===== src/hw/rtl/bscr_pkg.sv =====
`timescale 1ns / 1ps

package bscr_pkg;

  // Item operation codes
  localparam logic [1:0] OP_READ  = 2'd0;
  localparam logic [1:0] OP_WRITE = 2'd1;
  localparam logic [1:0] OP_LINE  = 2'd2;
  localparam logic [1:0] OP_TICK  = 2'd3;

  // Input line numbers
  localparam logic LINE_WPROT  = 1'b0;
  localparam logic LINE_INSERT = 1'b1;

  // Configuration register indexes
  localparam int unsigned CFG_INDEX_W = 1;
  localparam logic [CFG_INDEX_W-1:0] CFG_BOARD_ID     = 1'b0;
  localparam logic [CFG_INDEX_W-1:0] CFG_PROCESSOR_ID = 1'b1;

  // Board types (ID word bits 27:16)
  localparam logic [11:0] BT_MUX      = 12'h100;
  localparam logic [11:0] BT_NOMUX    = 12'h140;
  localparam logic [11:0] BT_SECOND_A = 12'h178;
  localparam logic [11:0] BT_SECOND_B = 12'h182;
  localparam logic [11:0] BT_LAST     = 12'h190;

  // Register offsets
  localparam logic [11:0] ADDR_ID          = 12'h000;
  localparam logic [11:0] ADDR_SW          = 12'h004;
  localparam logic [11:0] ADDR_LED         = 12'h008;
  localparam logic [11:0] ADDR_OSC0        = 12'h00c;
  localparam logic [11:0] ADDR_OSC1        = 12'h010;
  localparam logic [11:0] ADDR_OSC2        = 12'h014;
  localparam logic [11:0] ADDR_OSC3        = 12'h018;
  localparam logic [11:0] ADDR_OSC4        = 12'h01c;
  localparam logic [11:0] ADDR_LOCK        = 12'h020;
  localparam logic [11:0] ADDR_HUNDRED_HZ  = 12'h024;
  localparam logic [11:0] ADDR_CFGDATA1    = 12'h028;
  localparam logic [11:0] ADDR_CFGDATA2    = 12'h02c;
  localparam logic [11:0] ADDR_FLAGS       = 12'h030;
  localparam logic [11:0] ADDR_FLAGS_CLR   = 12'h034;
  localparam logic [11:0] ADDR_NVFLAGS     = 12'h038;
  localparam logic [11:0] ADDR_NVFLAGS_CLR = 12'h03c;
  localparam logic [11:0] ADDR_RESETCTL    = 12'h040;
  localparam logic [11:0] ADDR_PCICTL      = 12'h044;
  localparam logic [11:0] ADDR_CARD        = 12'h048;
  localparam logic [11:0] ADDR_FLASH       = 12'h04c;
  localparam logic [11:0] ADDR_DISP        = 12'h050;
  localparam logic [11:0] ADDR_DISP_SER    = 12'h054;
  localparam logic [11:0] ADDR_BOOTCS      = 12'h058;
  localparam logic [11:0] ADDR_COUNTER     = 12'h05c;
  localparam logic [11:0] ADDR_SPARE_60    = 12'h060;
  localparam logic [11:0] ADDR_SPARE_64    = 12'h064;
  localparam logic [11:0] ADDR_SPARE_68    = 12'h068;
  localparam logic [11:0] ADDR_SPARE_6C    = 12'h06c;
  localparam logic [11:0] ADDR_SPARE_70    = 12'h070;
  localparam logic [11:0] ADDR_SPARE_74    = 12'h074;
  localparam logic [11:0] ADDR_SPARE_80    = 12'h080;
  localparam logic [11:0] ADDR_PROCID0     = 12'h084;
  localparam logic [11:0] ADDR_PROCID1     = 12'h088;
  localparam logic [11:0] ADDR_SPARE_8C    = 12'h08c;
  localparam logic [11:0] ADDR_SPARE_90    = 12'h090;
  localparam logic [11:0] ADDR_SPARE_94    = 12'h094;
  localparam logic [11:0] ADDR_SPARE_98    = 12'h098;
  localparam logic [11:0] ADDR_SPARE_9C    = 12'h09c;
  localparam logic [11:0] ADDR_SYSCFG_DATA = 12'h0a0;
  localparam logic [11:0] ADDR_SYSCFG_CTRL = 12'h0a4;
  localparam logic [11:0] ADDR_SYSCFG_STAT = 12'h0a8;
  localparam logic [11:0] ADDR_TEST_C0     = 12'h0c0;
  localparam logic [11:0] ADDR_TEST_C4     = 12'h0c4;
  localparam logic [11:0] ADDR_TEST_C8     = 12'h0c8;
  localparam logic [11:0] ADDR_TEST_CC     = 12'h0cc;
  localparam logic [11:0] ADDR_TEST_D0     = 12'h0d0;

  // Register constants
  localparam logic [31:0] UNLOCK_KEY        = 32'h0000_a05f;
  localparam logic [15:0] LOCK_MASK         = 16'h7fff;
  localparam logic [31:0] DISP_KEEP_MASK    = 32'h0000_3f00;
  localparam logic [31:0] DISP_SECOND_MASK  = 32'h0000_0080;
  localparam logic [31:0] DISP_RESET_VALUE  = 32'h0000_1f00;
  localparam logic [31:0] PCICTL_VALUE      = 32'h0000_0001;
  localparam logic [31:0] PROCID1_VALUE     = 32'hff00_0000;
  localparam logic [31:0] SYSCFG_STRIP_MASK = 32'h000c_0000;
  localparam logic [31:0] SYSCFG_SHUTDOWN   = 32'hc080_0000;
  localparam logic [31:0] SYSCFG_REBOOT     = 32'hc090_0000;
  localparam logic [1:0]  SYSCFG_STAT_DONE  = 2'b01;
  localparam logic [1:0]  SYSCFG_STAT_ERR   = 2'b10;
  localparam int unsigned RESETCTL_REQ_BIT  = 8;

  localparam int unsigned CARD_INSERT_BIT   = 0;
  localparam int unsigned CARD_WPROT_BIT    = 1;
  localparam int unsigned CARD_WPROT_BIT_F  = 2;

  typedef struct packed {
    logic [1:0]  operation;
    logic [11:0] register_offset;
    logic [31:0] write_data;
    logic        line_number;
    logic        line_level;
  } in_item_t;

  typedef struct packed {
    logic [31:0] read_data;
    logic        bad_register;
    logic        reset_request;
    logic        shutdown_request;
    logic        mux_update;
    logic [1:0]  mux_select;
  } out_item_t;

  typedef struct packed {
    logic                   en;
    logic [CFG_INDEX_W-1:0] index;
    logic [31:0]            data;
  } cfg_write_t;

  function automatic logic [11:0] board_type(input logic [31:0] id_word);
    return id_word[27:16];
  endfunction

  function automatic logic [31:0] disp_reset(input logic [31:0] id_word);
    return (board_type(id_word) == BT_LAST) ? 32'h0 : DISP_RESET_VALUE;
  endfunction

endpackage


===== src/hw/rtl/board_system_control_registers.sv =====
`timescale 1ns / 1ps
// Board system-control register block.
//
// Input channel (in_valid / in_stall / in_item): one transaction per bus read,
// bus write, card line change or timer tick. Output channel (out_valid /
// out_stall / out_item): exactly one result transaction per input transaction,
// in order. Configuration channel (cfg_valid / cfg_ready / cfg_index /
// cfg_data): writes the board ID word (index 0) or processor ID word (index 1);
// cfg_ready is always high. Write configuration only while the block is idle.
//
// The result of a transaction is registered into out_item as it is taken, or
// into the skid entry while the output stalls. Throughput: one transaction per
// cycle while in_stall is low. Register state updates at the edge a transaction
// is taken; the result is computed from the state before that edge.
//
// Stall: the output register plus one skid entry hold up to two results, so a
// new transaction is still taken while one result waits. in_stall rises only
// when both are full and is a plain register output.
//
// Reset (rst_n low, synchronous): state registers clear (not the result data),
// display control loads its board-ID-0 default, both channels drain empty.

module board_system_control_registers
  import bscr_pkg::*;
(
  input  logic                   clk,
  input  logic                   rst_n,
  input  logic                   in_valid,
  output logic                   in_stall,
  input  in_item_t               in_item,
  output logic                   out_valid,
  input  logic                   out_stall,
  output out_item_t              out_item,
  input  logic                   cfg_valid,
  output logic                   cfg_ready,
  input  logic [CFG_INDEX_W-1:0] cfg_index,
  input  logic [31:0]            cfg_data
);

  logic       out_valid_r, out_valid_nxt;
  logic       skid_valid_r, skid_valid_nxt;
  out_item_t  out_item_r, out_item_nxt;
  out_item_t  skid_item_r, skid_item_nxt;
  out_item_t  result;
  cfg_write_t cfg_wr;
  logic       in_fire;
  logic       out_fire;
  logic       slot_free;

  assign cfg_ready    = 1'b1;
  assign cfg_wr.en    = cfg_valid;
  assign cfg_wr.index = cfg_index;
  assign cfg_wr.data  = cfg_data;

  assign in_stall  = skid_valid_r;
  assign in_fire   = in_valid && !skid_valid_r;
  assign out_fire  = out_valid_r && !out_stall;
  // Output register can load this cycle
  assign slot_free = !out_valid_r || !out_stall;

  bscr_regs u_regs (
    .clk    (clk),
    .rst_n  (rst_n),
    .item_en(in_fire),
    .item   (in_item),
    .cfg    (cfg_wr),
    .result (result)
  );

  always_comb begin
    out_valid_nxt  = out_valid_r;
    out_item_nxt   = out_item_r;
    skid_valid_nxt = skid_valid_r;
    skid_item_nxt  = skid_item_r;
    if (slot_free) begin
      if (skid_valid_r) begin
        // Drain the skid entry first to keep order
        out_valid_nxt  = 1'b1;
        out_item_nxt   = skid_item_r;
        skid_valid_nxt = 1'b0;
      end else begin
        out_valid_nxt = in_fire;
        if (in_fire) out_item_nxt = result;
      end
    end else if (in_fire) begin
      skid_valid_nxt = 1'b1;
      skid_item_nxt  = result;
    end
  end

  always_ff @(posedge clk) begin
    if (!rst_n) begin
      out_valid_r  <= 1'b0;
      skid_valid_r <= 1'b0;
    end else begin
      out_valid_r  <= out_valid_nxt;
      skid_valid_r <= skid_valid_nxt;
    end
  end

  always_ff @(posedge clk) begin
    out_item_r  <= out_item_nxt;
    skid_item_r <= skid_item_nxt;
  end

  assign out_valid = out_valid_r;
  assign out_item  = out_item_r;

  a_skid_needs_out: assert property (@(posedge clk) disable iff (!rst_n)
    skid_valid_r |-> out_valid_r)
    else $error("skid entry held while output register empty");

  a_take_when_busy: assert property (@(posedge clk) disable iff (!rst_n)
    (in_fire && out_valid_r && out_stall) |=> (skid_valid_r && out_valid_r))
    else $error("transaction taken while output busy was not kept in skid");

  a_skid_drains: assert property (@(posedge clk) disable iff (!rst_n)
    (skid_valid_r && out_fire) |=> (!skid_valid_r && out_valid_r))
    else $error("skid entry did not move to output register");

  a_one_request: assert property (@(posedge clk) disable iff (!rst_n)
    out_valid_r |-> !(out_item_r.reset_request && out_item_r.shutdown_request))
    else $error("reset and shutdown requested by one transaction");

  a_mux_quiet: assert property (@(posedge clk) disable iff (!rst_n)
    (out_valid_r && !out_item_r.mux_update) |-> (out_item_r.mux_select == 2'b00))
    else $error("mux select driven without mux update");

endmodule


===== src/hw/rtl/bscr_regs.sv =====
`timescale 1ns / 1ps

module bscr_regs
  import bscr_pkg::*;
(
  input  logic       clk,
  input  logic       rst_n,
  input  logic       item_en,
  input  in_item_t   item,
  input  cfg_write_t cfg,
  output out_item_t  result
);

  logic [31:0] board_id_r,   board_id_nxt;
  logic [31:0] proc_id_r,    proc_id_nxt;
  logic [31:0] led_r,        led_nxt;
  logic [15:0] lock_r,       lock_nxt;
  logic [31:0] cfgdata1_r,   cfgdata1_nxt;
  logic [31:0] cfgdata2_r,   cfgdata2_nxt;
  logic [31:0] flags_r,      flags_nxt;
  logic [31:0] nvflags_r,    nvflags_nxt;
  logic [31:0] reset_lvl_r,  reset_lvl_nxt;
  logic [2:0]  card_r,       card_nxt;
  logic [31:0] disp_r,       disp_nxt;
  logic [31:0] sc_data_r,    sc_data_nxt;
  logic [31:0] sc_ctrl_r,    sc_ctrl_nxt;
  logic [1:0]  sc_stat_r,    sc_stat_nxt;
  logic [31:0] tick_r,       tick_nxt;

  logic [11:0] bt;
  logic        is_last;
  logic        is_first;
  logic        is_second;
  logic [31:0] wd;
  logic [31:0] sc_val;
  logic [1:0]  card_idx;
  out_item_t   res;

  assign bt        = board_type(board_id_r);
  assign is_last   = (bt == BT_LAST);
  assign is_first  = (bt == BT_MUX) || (bt == BT_NOMUX);
  assign is_second = (bt == BT_SECOND_A) || (bt == BT_SECOND_B);
  assign wd        = item.write_data;
  assign sc_val    = wd & ~SYSCFG_STRIP_MASK;
  assign card_idx  = (item.line_number == LINE_INSERT) ? 2'(CARD_INSERT_BIT) :
                     (is_first ? 2'(CARD_WPROT_BIT_F) : 2'(CARD_WPROT_BIT));

  always_comb begin
    res           = '0;
    board_id_nxt  = board_id_r;
    proc_id_nxt   = proc_id_r;
    led_nxt       = led_r;
    lock_nxt      = lock_r;
    cfgdata1_nxt  = cfgdata1_r;
    cfgdata2_nxt  = cfgdata2_r;
    flags_nxt     = flags_r;
    nvflags_nxt   = nvflags_r;
    reset_lvl_nxt = reset_lvl_r;
    card_nxt      = card_r;
    disp_nxt      = disp_r;
    sc_data_nxt   = sc_data_r;
    sc_ctrl_nxt   = sc_ctrl_r;
    sc_stat_nxt   = sc_stat_r;
    tick_nxt      = tick_r;

    case (item.operation)
      OP_READ: begin
        case (item.register_offset)
          ADDR_ID:       res.read_data = board_id_r;
          ADDR_LED:      res.read_data = led_r;
          ADDR_LOCK:     res.read_data = {16'h0, lock_r};
          ADDR_CFGDATA1: res.read_data = cfgdata1_r;
          ADDR_CFGDATA2: res.read_data = cfgdata2_r;
          ADDR_FLAGS:    res.read_data = flags_r;
          ADDR_NVFLAGS:  res.read_data = nvflags_r;
          ADDR_RESETCTL: res.read_data = is_last ? 32'h0 : reset_lvl_r;
          ADDR_PCICTL:   res.read_data = PCICTL_VALUE;
          ADDR_CARD:     res.read_data = {29'h0, card_r};
          ADDR_DISP:     res.read_data = disp_r;
          ADDR_COUNTER:  res.read_data = tick_r;
          ADDR_PROCID0:  res.read_data = proc_id_r;
          ADDR_PROCID1:  res.read_data = PROCID1_VALUE;
          ADDR_SW, ADDR_OSC0, ADDR_OSC1, ADDR_OSC2, ADDR_OSC3, ADDR_OSC4,
          ADDR_HUNDRED_HZ, ADDR_FLASH, ADDR_DISP_SER, ADDR_BOOTCS, ADDR_SPARE_60,
          ADDR_SPARE_64, ADDR_SPARE_68, ADDR_SPARE_6C, ADDR_SPARE_70, ADDR_SPARE_74,
          ADDR_SPARE_80, ADDR_SPARE_8C, ADDR_SPARE_90, ADDR_SPARE_94, ADDR_SPARE_98,
          ADDR_SPARE_9C, ADDR_TEST_C0, ADDR_TEST_C4, ADDR_TEST_C8, ADDR_TEST_CC,
          ADDR_TEST_D0: res.read_data = 32'h0;
          ADDR_SYSCFG_DATA: begin
            if (is_last) res.read_data = sc_data_r;
            else         res.bad_register = 1'b1;
          end
          ADDR_SYSCFG_CTRL: begin
            if (is_last) res.read_data = sc_ctrl_r;
            else         res.bad_register = 1'b1;
          end
          ADDR_SYSCFG_STAT: begin
            if (is_last) res.read_data = {30'h0, sc_stat_r};
            else         res.bad_register = 1'b1;
          end
          default: res.bad_register = 1'b1;
        endcase
      end

      OP_WRITE: begin
        case (item.register_offset)
          ADDR_LED:         led_nxt      = wd;
          ADDR_LOCK:        lock_nxt     = (wd == UNLOCK_KEY) ? UNLOCK_KEY[15:0]
                                                              : (wd[15:0] & LOCK_MASK);
          ADDR_CFGDATA1:    cfgdata1_nxt = wd;
          ADDR_CFGDATA2:    cfgdata2_nxt = wd;
          ADDR_FLAGS:       flags_nxt    = flags_r | wd;
          ADDR_FLAGS_CLR:   flags_nxt    = flags_r & ~wd;
          ADDR_NVFLAGS:     nvflags_nxt  = nvflags_r | wd;
          ADDR_NVFLAGS_CLR: nvflags_nxt  = nvflags_r & ~wd;
          ADDR_RESETCTL: begin
            // Only taken on non-last board types once the lock word holds the unlock key
            if (!is_last && ({16'h0, lock_r} == UNLOCK_KEY)) begin
              reset_lvl_nxt     = wd;
              res.reset_request = wd[RESETCTL_REQ_BIT];
            end
          end
          ADDR_DISP: begin
            if (is_first) begin
              disp_nxt = (disp_r & DISP_KEEP_MASK) | (wd & ~DISP_KEEP_MASK);
              if (bt == BT_MUX) begin
                res.mux_update = 1'b1;
                res.mux_select = wd[1:0];
              end
            end else if (is_second) begin
              disp_nxt = (disp_r & ~DISP_SECOND_MASK) | (wd & DISP_SECOND_MASK);
            end
          end
          ADDR_OSC0, ADDR_OSC1, ADDR_OSC2, ADDR_OSC3, ADDR_OSC4, ADDR_PCICTL,
          ADDR_FLASH, ADDR_DISP_SER, ADDR_SPARE_64, ADDR_SPARE_68, ADDR_SPARE_6C,
          ADDR_SPARE_70, ADDR_SPARE_74, ADDR_SPARE_80, ADDR_PROCID0, ADDR_PROCID1,
          ADDR_SPARE_8C, ADDR_SPARE_90, ADDR_SPARE_94, ADDR_SPARE_98,
          ADDR_SPARE_9C: ;
          ADDR_SYSCFG_DATA: begin
            if (is_last) sc_data_nxt = wd;
            else         res.bad_register = 1'b1;
          end
          ADDR_SYSCFG_CTRL: begin
            if (is_last) begin
              sc_ctrl_nxt = sc_val;
              if (sc_val == SYSCFG_SHUTDOWN) begin
                sc_stat_nxt          = SYSCFG_STAT_DONE;
                res.shutdown_request = 1'b1;
              end else if (sc_val == SYSCFG_REBOOT) begin
                sc_stat_nxt       = SYSCFG_STAT_DONE;
                res.reset_request = 1'b1;
              end else begin
                sc_stat_nxt = SYSCFG_STAT_DONE | SYSCFG_STAT_ERR;
              end
            end else begin
              res.bad_register = 1'b1;
            end
          end
          ADDR_SYSCFG_STAT: begin
            if (is_last) sc_stat_nxt = wd[1:0];
            else         res.bad_register = 1'b1;
          end
          default: res.bad_register = 1'b1;
        endcase
      end

      OP_LINE: card_nxt[card_idx] = item.line_level;

      OP_TICK: tick_nxt = tick_r + 32'd1;

      default: ;
    endcase

    // Hold all item-driven state unless an item is taken; cfg writes still apply
    if (!item_en) begin
      led_nxt       = led_r;
      lock_nxt      = lock_r;
      cfgdata1_nxt  = cfgdata1_r;
      cfgdata2_nxt  = cfgdata2_r;
      flags_nxt     = flags_r;
      nvflags_nxt   = nvflags_r;
      reset_lvl_nxt = reset_lvl_r;
      card_nxt      = card_r;
      disp_nxt      = disp_r;
      sc_data_nxt   = sc_data_r;
      sc_ctrl_nxt   = sc_ctrl_r;
      sc_stat_nxt   = sc_stat_r;
      tick_nxt      = tick_r;
    end

    if (cfg.en) begin
      case (cfg.index)
        CFG_BOARD_ID: begin
          board_id_nxt = cfg.data;
          disp_nxt     = disp_reset(cfg.data);
        end
        CFG_PROCESSOR_ID: proc_id_nxt = cfg.data;
        default: ;
      endcase
    end
  end

  assign result = res;

  always_ff @(posedge clk) begin
    if (!rst_n) begin
      board_id_r  <= '0;
      proc_id_r   <= '0;
      led_r       <= '0;
      lock_r      <= '0;
      cfgdata1_r  <= '0;
      cfgdata2_r  <= '0;
      flags_r     <= '0;
      nvflags_r   <= '0;
      reset_lvl_r <= '0;
      card_r      <= '0;
      disp_r      <= disp_reset(32'h0);
      sc_data_r   <= '0;
      sc_ctrl_r   <= '0;
      sc_stat_r   <= '0;
      tick_r      <= '0;
    end else begin
      board_id_r  <= board_id_nxt;
      proc_id_r   <= proc_id_nxt;
      led_r       <= led_nxt;
      lock_r      <= lock_nxt;
      cfgdata1_r  <= cfgdata1_nxt;
      cfgdata2_r  <= cfgdata2_nxt;
      flags_r     <= flags_nxt;
      nvflags_r   <= nvflags_nxt;
      reset_lvl_r <= reset_lvl_nxt;
      card_r      <= card_nxt;
      disp_r      <= disp_nxt;
      sc_data_r   <= sc_data_nxt;
      sc_ctrl_r   <= sc_ctrl_nxt;
      sc_stat_r   <= sc_stat_nxt;
      tick_r      <= tick_nxt;
    end
  end

endmodule

===== config.mk =====
export PLATFORM = sky130hd
export DESIGN_NAME = board_system_control_registers
export DESIGN_NICKNAME = d
export VERILOG_FILES = /design/src/hw/rtl/bscr_pkg.sv /design/src/hw/rtl/board_system_control_registers.sv /design/src/hw/rtl/bscr_regs.sv
export SDC_FILE = /design/constraint.sdc
export NUM_CORES = 1
export LEC_CHECK = 0
export ABC_AREA = 1
export BUFFER_PORTS_ARGS = -buffer_cell sky130_fd_sc_hd__buf_2
export CAP_MARGIN = 15
export CORE_ASPECT_RATIO = 1.1
export CORE_MARGIN = 5
export CORE_UTILIZATION = 45
export DETAILED_ROUTE_END_ITERATION = 10
export PLACE_DENSITY_LB_ADDON = 0.05
export RECOVER_POWER = 100
export SLEW_MARGIN = 5
export SYNTH_ARGS = -nofsm -noshare
export SYNTH_HDL_FRONTEND = slang
export SYNTH_SLANG_ARGS = --single-unit

===== constraint.sdc =====
create_clock -name clk -period 4.2 [get_ports clk]
set_input_delay 0.63 -clock clk [delete_from_list [all_inputs] [get_ports clk]]
set_output_delay 0.63 -clock clk [all_outputs]
set_load 0.02 [all_outputs]

==> metrics.txt, run 1 <==
nets=around 3300; Synth Register Bits=around 480; critical path arrival=~4 ns; Total Wirelength=roughly 110000 um; start of the worst register-to-register path=u_regs.board_id_r[27]; M3 GR Usage=8.47%; DRT Pass-1 Iters=6; Initial Utilization=between 40% and 50%; worst hold path type=input pin to flip-flop; initial antenna violation count=5; grt met1 use=52.5%; Routability Congestion=0.991; worst path cell trace=buf_2 > nor2_1 > nand2_1 > nor2_8 > nand2_1 > inv_1 > nand2_1 > nand3_1 > nor2_1 > nand3_1 > nand3_1 > nand2_1; fmax=between 200 and 300 MHz; Num CTS Buffers=53; Peak supply drop=~0.35 mV; wire per inst=between 20 and 30 um; gate count of the mapped netlist=3176; most frequent cells in the layout=nand2_1 (575), dfxtp_1 (400), o21ai_0 (356), inv_1 (324), nor2_1 (306); Pwr Density=387 mW/mm^2; Post-synth EDFFs=76; Tmin final=around 3.5 ns; post-route ant nets=0; Port Buf Inserts=between 100 and 150; Core Rows=87; Worst setup EP type=flip-flop; Avg Inst Size Synth=~7.3 um^2; sequential area share after synthesis=roughly 44%; ys async rst share=0%; chip width=around 230 um; Core Region=0.0513 mm^2; failing checks=capacitance limit, slew limit; outcome=complete, but fails checks; Non-Filler Instances=3960; Placed Area=roughly 0.025 mm^2; global router's overall resource usage=36.3%; CTS Buffer Depth=3; Max-cap violations=5; CTS tree=done; Syn Nets=around 3300; # diodes=0; Final Skew=~0.017 ns; crit path launch=in_item[45]; Worst path slowest cell=inv_1; Critical path buffers and inverters=2; commonest non-fill, non-tap cell in the layout=nand2_1; vias in the first global route=around 22000; post-route cell area=~0.026 mm^2; final core utilization=between 50 and 60%; I/O pin count=~130; Unique masters post-synth=54; number of remaining DRC errors=0; placed cells=a little under 4000; Top delay family on crit path=simple AND/OR/NAND/NOR gates; post-CTS setup buffers=0; Startpoint Class=input pin; final count of hold timing violations=0; worst-path fanout max=19; Final Cycle Share=82.8%; most frequent cell on the critical path=nand2_1; gr busiest metal=met1; final setup fails=0; Vias/cell=just over 6; share of cells above drive strength 1=8.75%; hold path startpoint=cfg_data[29]; Setup TNS Final=0 ns; DIE HEIGHT=between 200 and 250 um; CTS-repair resized insts=0; Least-Margin Pin Slew=approximately 2.4 ns; DR iter-0 viols=approximately 3700; first-pass GRT wire length=about 150000 um; dpl hpwl=roughly 74000 um; fillcell total=roughly 5200; Crit Path Class=input pin to flip-flop; Primary FF master, synth=dfxtp_1; pin count of the biggest net entering global routing=244; Worst slew margin=-59.3%; WP data required=between 4 and 5 ns; via count=24100; Crit path largest cell delay=0.98 ns; RSZ-0062 raised after global routing=no; P_leak=roughly 10 nW; hold_buf cts=0; area grow syn2layout=12.6%; full die area=between 0.05 and 0.06 mm^2; met2 GRT Util=between 50% and 60%; CTS H-tree depth=2; total gr overflow=0; Final Max Tran Viols=around 190; Mapped Area=0.0233 mm^2; CTS Sinks=about 480; Clk Latency, worst-skew pair=0.62 ns; Clk pin slew, worst setup/hold paths=0.06 ns; Ys Warns=0; Root Buffer=clkbuf_16
[per-stage QoR]
stage | total power [mW] | setup slack (ns) | hold WS (ns)
after global placement | 5.36 | 0.817 | 0.432
after CTS | 10.2 | 1.31 | 0.253
after floorplan | 5.08 | 0.852 | 0.419
after global routing | 10.4 | 0.625 | 0.282
after detailed placement | 5.36 | 0.873 | 0.439
final | 10.2 | 0.723 | 0.273
[routing by layer]
layer  vias up  routed length [um]
met5         -                  79
met2      1467               44600
met4         8                4920
met1     11500               45200
met3       264               12400
li1      10900                   -
[state kept, by name (all words and copies together), names as in the netlist, 27 cells and up]
name,flops
out_item,38
skid_item_r,38
u_regs.board_id_r,32
u_regs.cfgdata1_r,32
u_regs.cfgdata2_r,32
u_regs.flags_r,32
u_regs.led_r,32
u_regs.nvflags_r,32
u_regs.proc_id_r,32
u_regs.reset_lvl_r,32
u_regs.sc_data_r,32
u_regs.tick_r,32
u_regs.sc_ctrl_r,30
u_regs.disp_r,27
[kinds of logic (layout without fill, tap and decap cells)]
| kind of cell | Yosys count | after routing | share of synthesized area, % |
|---|---|---|---|
| flops | 476 | 476 | 44.1 |
| other cells | 1 | 1 | 0.0161 |
| compound gates | 874 | 874 | 22.0 |
| fa+ha+maj | 1 | 1 | 0.0536 |
| simple gates | 1261 | 1261 | 23.8 |
| buf+inv | 548 | 665 | 9.39 |
| xor+xnor | 15 | 15 | 0.563 |
[report_power, final]
part | total (mW) | internal (mW) | switching [mW]
registers | 4.76 | 4.70 | 0.0625
logic | 0.516 | 0.102 | 0.414
clock network | 4.89 | 2.85 | 2.03
total | 10.2 | 7.65 | 2.51
[area by class of cell]
class / count / area (um^2) / share of cell area, %
clock buffers: 75 / 1570 / 5.99
clock inverters: 24 / 229 / 0.872
inverters: 364 / 1370 / 5.20
multi-input cells: 2152 / 10800 / 41.2
flip-flops and latches: 476 / 10300 / 39.2
well taps: 667 / 835 / 3.18
repair buffers: 202 / 1160 / 4.42
[synth_stat cells, types with 50 or more instances]
cell type | n | area (um^2)
o21ai_0 | 341 | 1710
edfxtp_1 | 76 | 2280
buf_2 | 50 | 250
nand3_1 | 208 | 1040
a21oi_1 | 245 | 1230
nor3_1 | 50 | 250
inv_1 | 318 | 1190
nand2_1 | 568 | 2130
o311a_1 | 64 | 641
clkbuf_1 | 115 | 432
dfxtp_1 | 400 | 8010
nor2_1 | 308 | 1160
[path summary, 6_finish.rpt]
path / end / slack (ns) / cells after the start
min: u_regs.board_id_r[29] / 0.27 / 3
min reg2reg: u_regs.cfgdata2_r[5] / 0.45 / 2
max: out_item[35] / 0.72 / 12
max reg2reg: skid_item_r[17] / 0.74 / 10
[worst min-delay path: cells and delay by family]
kind / cells / cell delay [ns]
buf+inv: 1 / 0.10
simple gates: 2 / 0.13
No activity file was read; power rests on OpenSTA's default activity.
==> inputs of run 2 (changes only) <==
Clock period 4.2 ns to 2.85 ns, I/O delays scaled along.
==> run 2 against run 1 <==
  * Largest power group unchanged
  * Critical path type is now flip-flop to flip-flop
  * Worst setup slack lost 0.68 ns
  * Clock power grew 55%
  * The flow still finishes with violations (capacitance limit, slew limit)
  * Combinational power grew 53%
  * Power grew 51%
  * Core utilization grew 1.7 points
==> metrics.txt, run 2 (synthesis gave the netlist of run 1 again) <==
outcome=complete, but fails checks; failing checks=capacitance limit, slew limit; DR iter-0 viols=about 3200; Worst path slowest cell=nor4_1; fillcell total=between 5000 and 6000; number of remaining DRC errors=0; RSZ-0062 raised after global routing=no; Routability Congestion=approximately 1.0; Peak supply drop=between 0.6 and 0.7 mV; full die area=around 0.056 mm^2; initial antenna violation count=4; Clk Latency, worst-skew pair=around 0.62 ns; worst-path fanout max=12; Least-Margin Pin Slew=1.87 ns; Top delay family on crit path=simple AND/OR/NAND/NOR gates; DRT met1 WL=45800 um; Initial Utilization=45.5%; Setup TNS Final=0 ns; I/O pin count=127; final setup fails=0; Vias/cell=approximately 6.0; CTS H-tree depth=2; DRT Pass-1 Iters=6; via count=24200; Crit path largest cell delay=0.58 ns; Final Max Tran Viols=between 70 and 80; Startpoint Class=flip-flop; CTS tree=done; worst path cell trace=inv_1 > nand2_1 > nor2_1 > nand2_1 > nor2_1 > buf_4 > nand2_2 > nor4_1 > clkbuf_2 > nor2_1 > nor2_1; critical path arrival=3.28 ns; worst hold slack=~0.064 ns; P_leak=10.4 nW; nets=between 3000 and 4000; total gr overflow=0; share of cells above drive strength 1=about an eighth; Tmin final=about 2.8 ns; Core Region=0.0513 mm^2; CTS Buffer Depth=3; area grow syn2layout=16.5%; pin count of the biggest net entering global routing=239; Root Buffer=clkbuf_16; Max-cap violations=2; wire per inst=about 27 um; Pwr Density=around 570 mW/mm^2; Placed Area=about 0.025 mm^2; dpl hpwl=between 70000 and 80000 um; first-pass GRT wire length=around 150000 um; Total Wirelength=~110000 um; max layer used=met5; post-CTS setup buffers=0; final count of hold timing violations=0; chip width=227 um; CTS-repair resized insts=0; Met3 Wirelength=13600 um; Port Buf Inserts=approximately 130; commonest non-fill, non-tap cell in the layout=nand2_1; hold_buf cts=0; Crit Path Class=flip-flop to flip-flop; Num CTS Buffers=53; Clk pin slew, worst setup/hold paths=about 0.07 ns; post-route cell area=0.0272 mm^2; Total Power=15.4 mW; CTS Sinks=between 400 and 500; worst hold path type=input pin to flip-flop; global router's overall resource usage=36.3%; post-route ant nets=0; Worst setup EP type=flip-flop; Core Rows=87; most frequent cell on the critical path=nor2_1; DIE HEIGHT=approximately 250 um; fmax=~360 MHz; Final Cycle Share=98.5%; WL met2=between 40000 and 50000 um; Final Skew=approximately 0.02 ns; Worst slew margin=-24.5%; most frequent cells in the layout=nand2_1 (569), dfxtp_1 (400), o21ai_0 (352), inv_1 (321), nor2_1 (307); Critical path buffers and inverters=3; WP data required=~3.3 ns; vias in the first global route=about 22000
## run 2: worst reg2reg max path, cell delays in order, from the launching register on
cell      delay (ns)
dfxtp_1         0.30
inv_1           0.18
nand2_1         0.10
nor2_1          0.23
nand2_1         0.08
nor2_1          0.25
buf_4           0.33
nand2_2         0.14
nor4_1          0.58
clkbuf_2        0.29
nor2_1          0.06
nor2_1          0.12
## run 2: metal layers
layer	GRT usage (%)	vias up
li1	-	11100
met1	53.8	11500
met2	51.5	1422
met3	10.2	207
met4	10.8	4
met5	0	-
## run 2: power by group
group | switching, mW | leakage [nW] | internal [mW]
clock | 3.05 | 0.951 | 4.52
combinational | 0.614 | 5.45 | 0.176
sequential | 0.0743 | 3.96 | 6.92
total | 3.73 | 10.4 | 11.6
## run 2: metrics by stage
stage               utilization, %  instances  setup slack [ns]
floorplan                        -       3176             0.121
global placement              49.7       3938             0.144
detailed placement            49.7       3938             0.134
CTS                           53.4       4037             0.279
global route                  53.0       4037            0.0189
finish                        53.0       4038            0.0418
## run 2: path summary, 6_finish.rpt
path	from	to	slack [ns]	cells past startpoint
max reg2reg	u_regs.board_id_r[17]	out_item[3]	0.04	11
min reg2reg	u_regs.cfgdata2_r[8]	u_regs.cfgdata2_r[8]	0.45	2
min	cfg_data[30]	u_regs.board_id_r[30]	0.06	3
max	u_regs.board_id_r[17]	out_item[3]	0.04	11
## run 2: cell type report
| type | instances | area, um^2 | share of cell area, % |
|---|---|---|---|
| clock buffer | 76 | 1630 | 5.99 |
| timing repair buffer | 279 | 1910 | 7.03 |
| antenna | 1 | 2.50 | 0.00921 |
| sequential | 476 | 10300 | 37.9 |
| inverter | 364 | 1370 | 5.03 |
| clock inverter | 23 | 292 | 1.07 |
| tap | 667 | 835 | 3.07 |
| multi-input combinational | 2152 | 10800 | 39.9 |
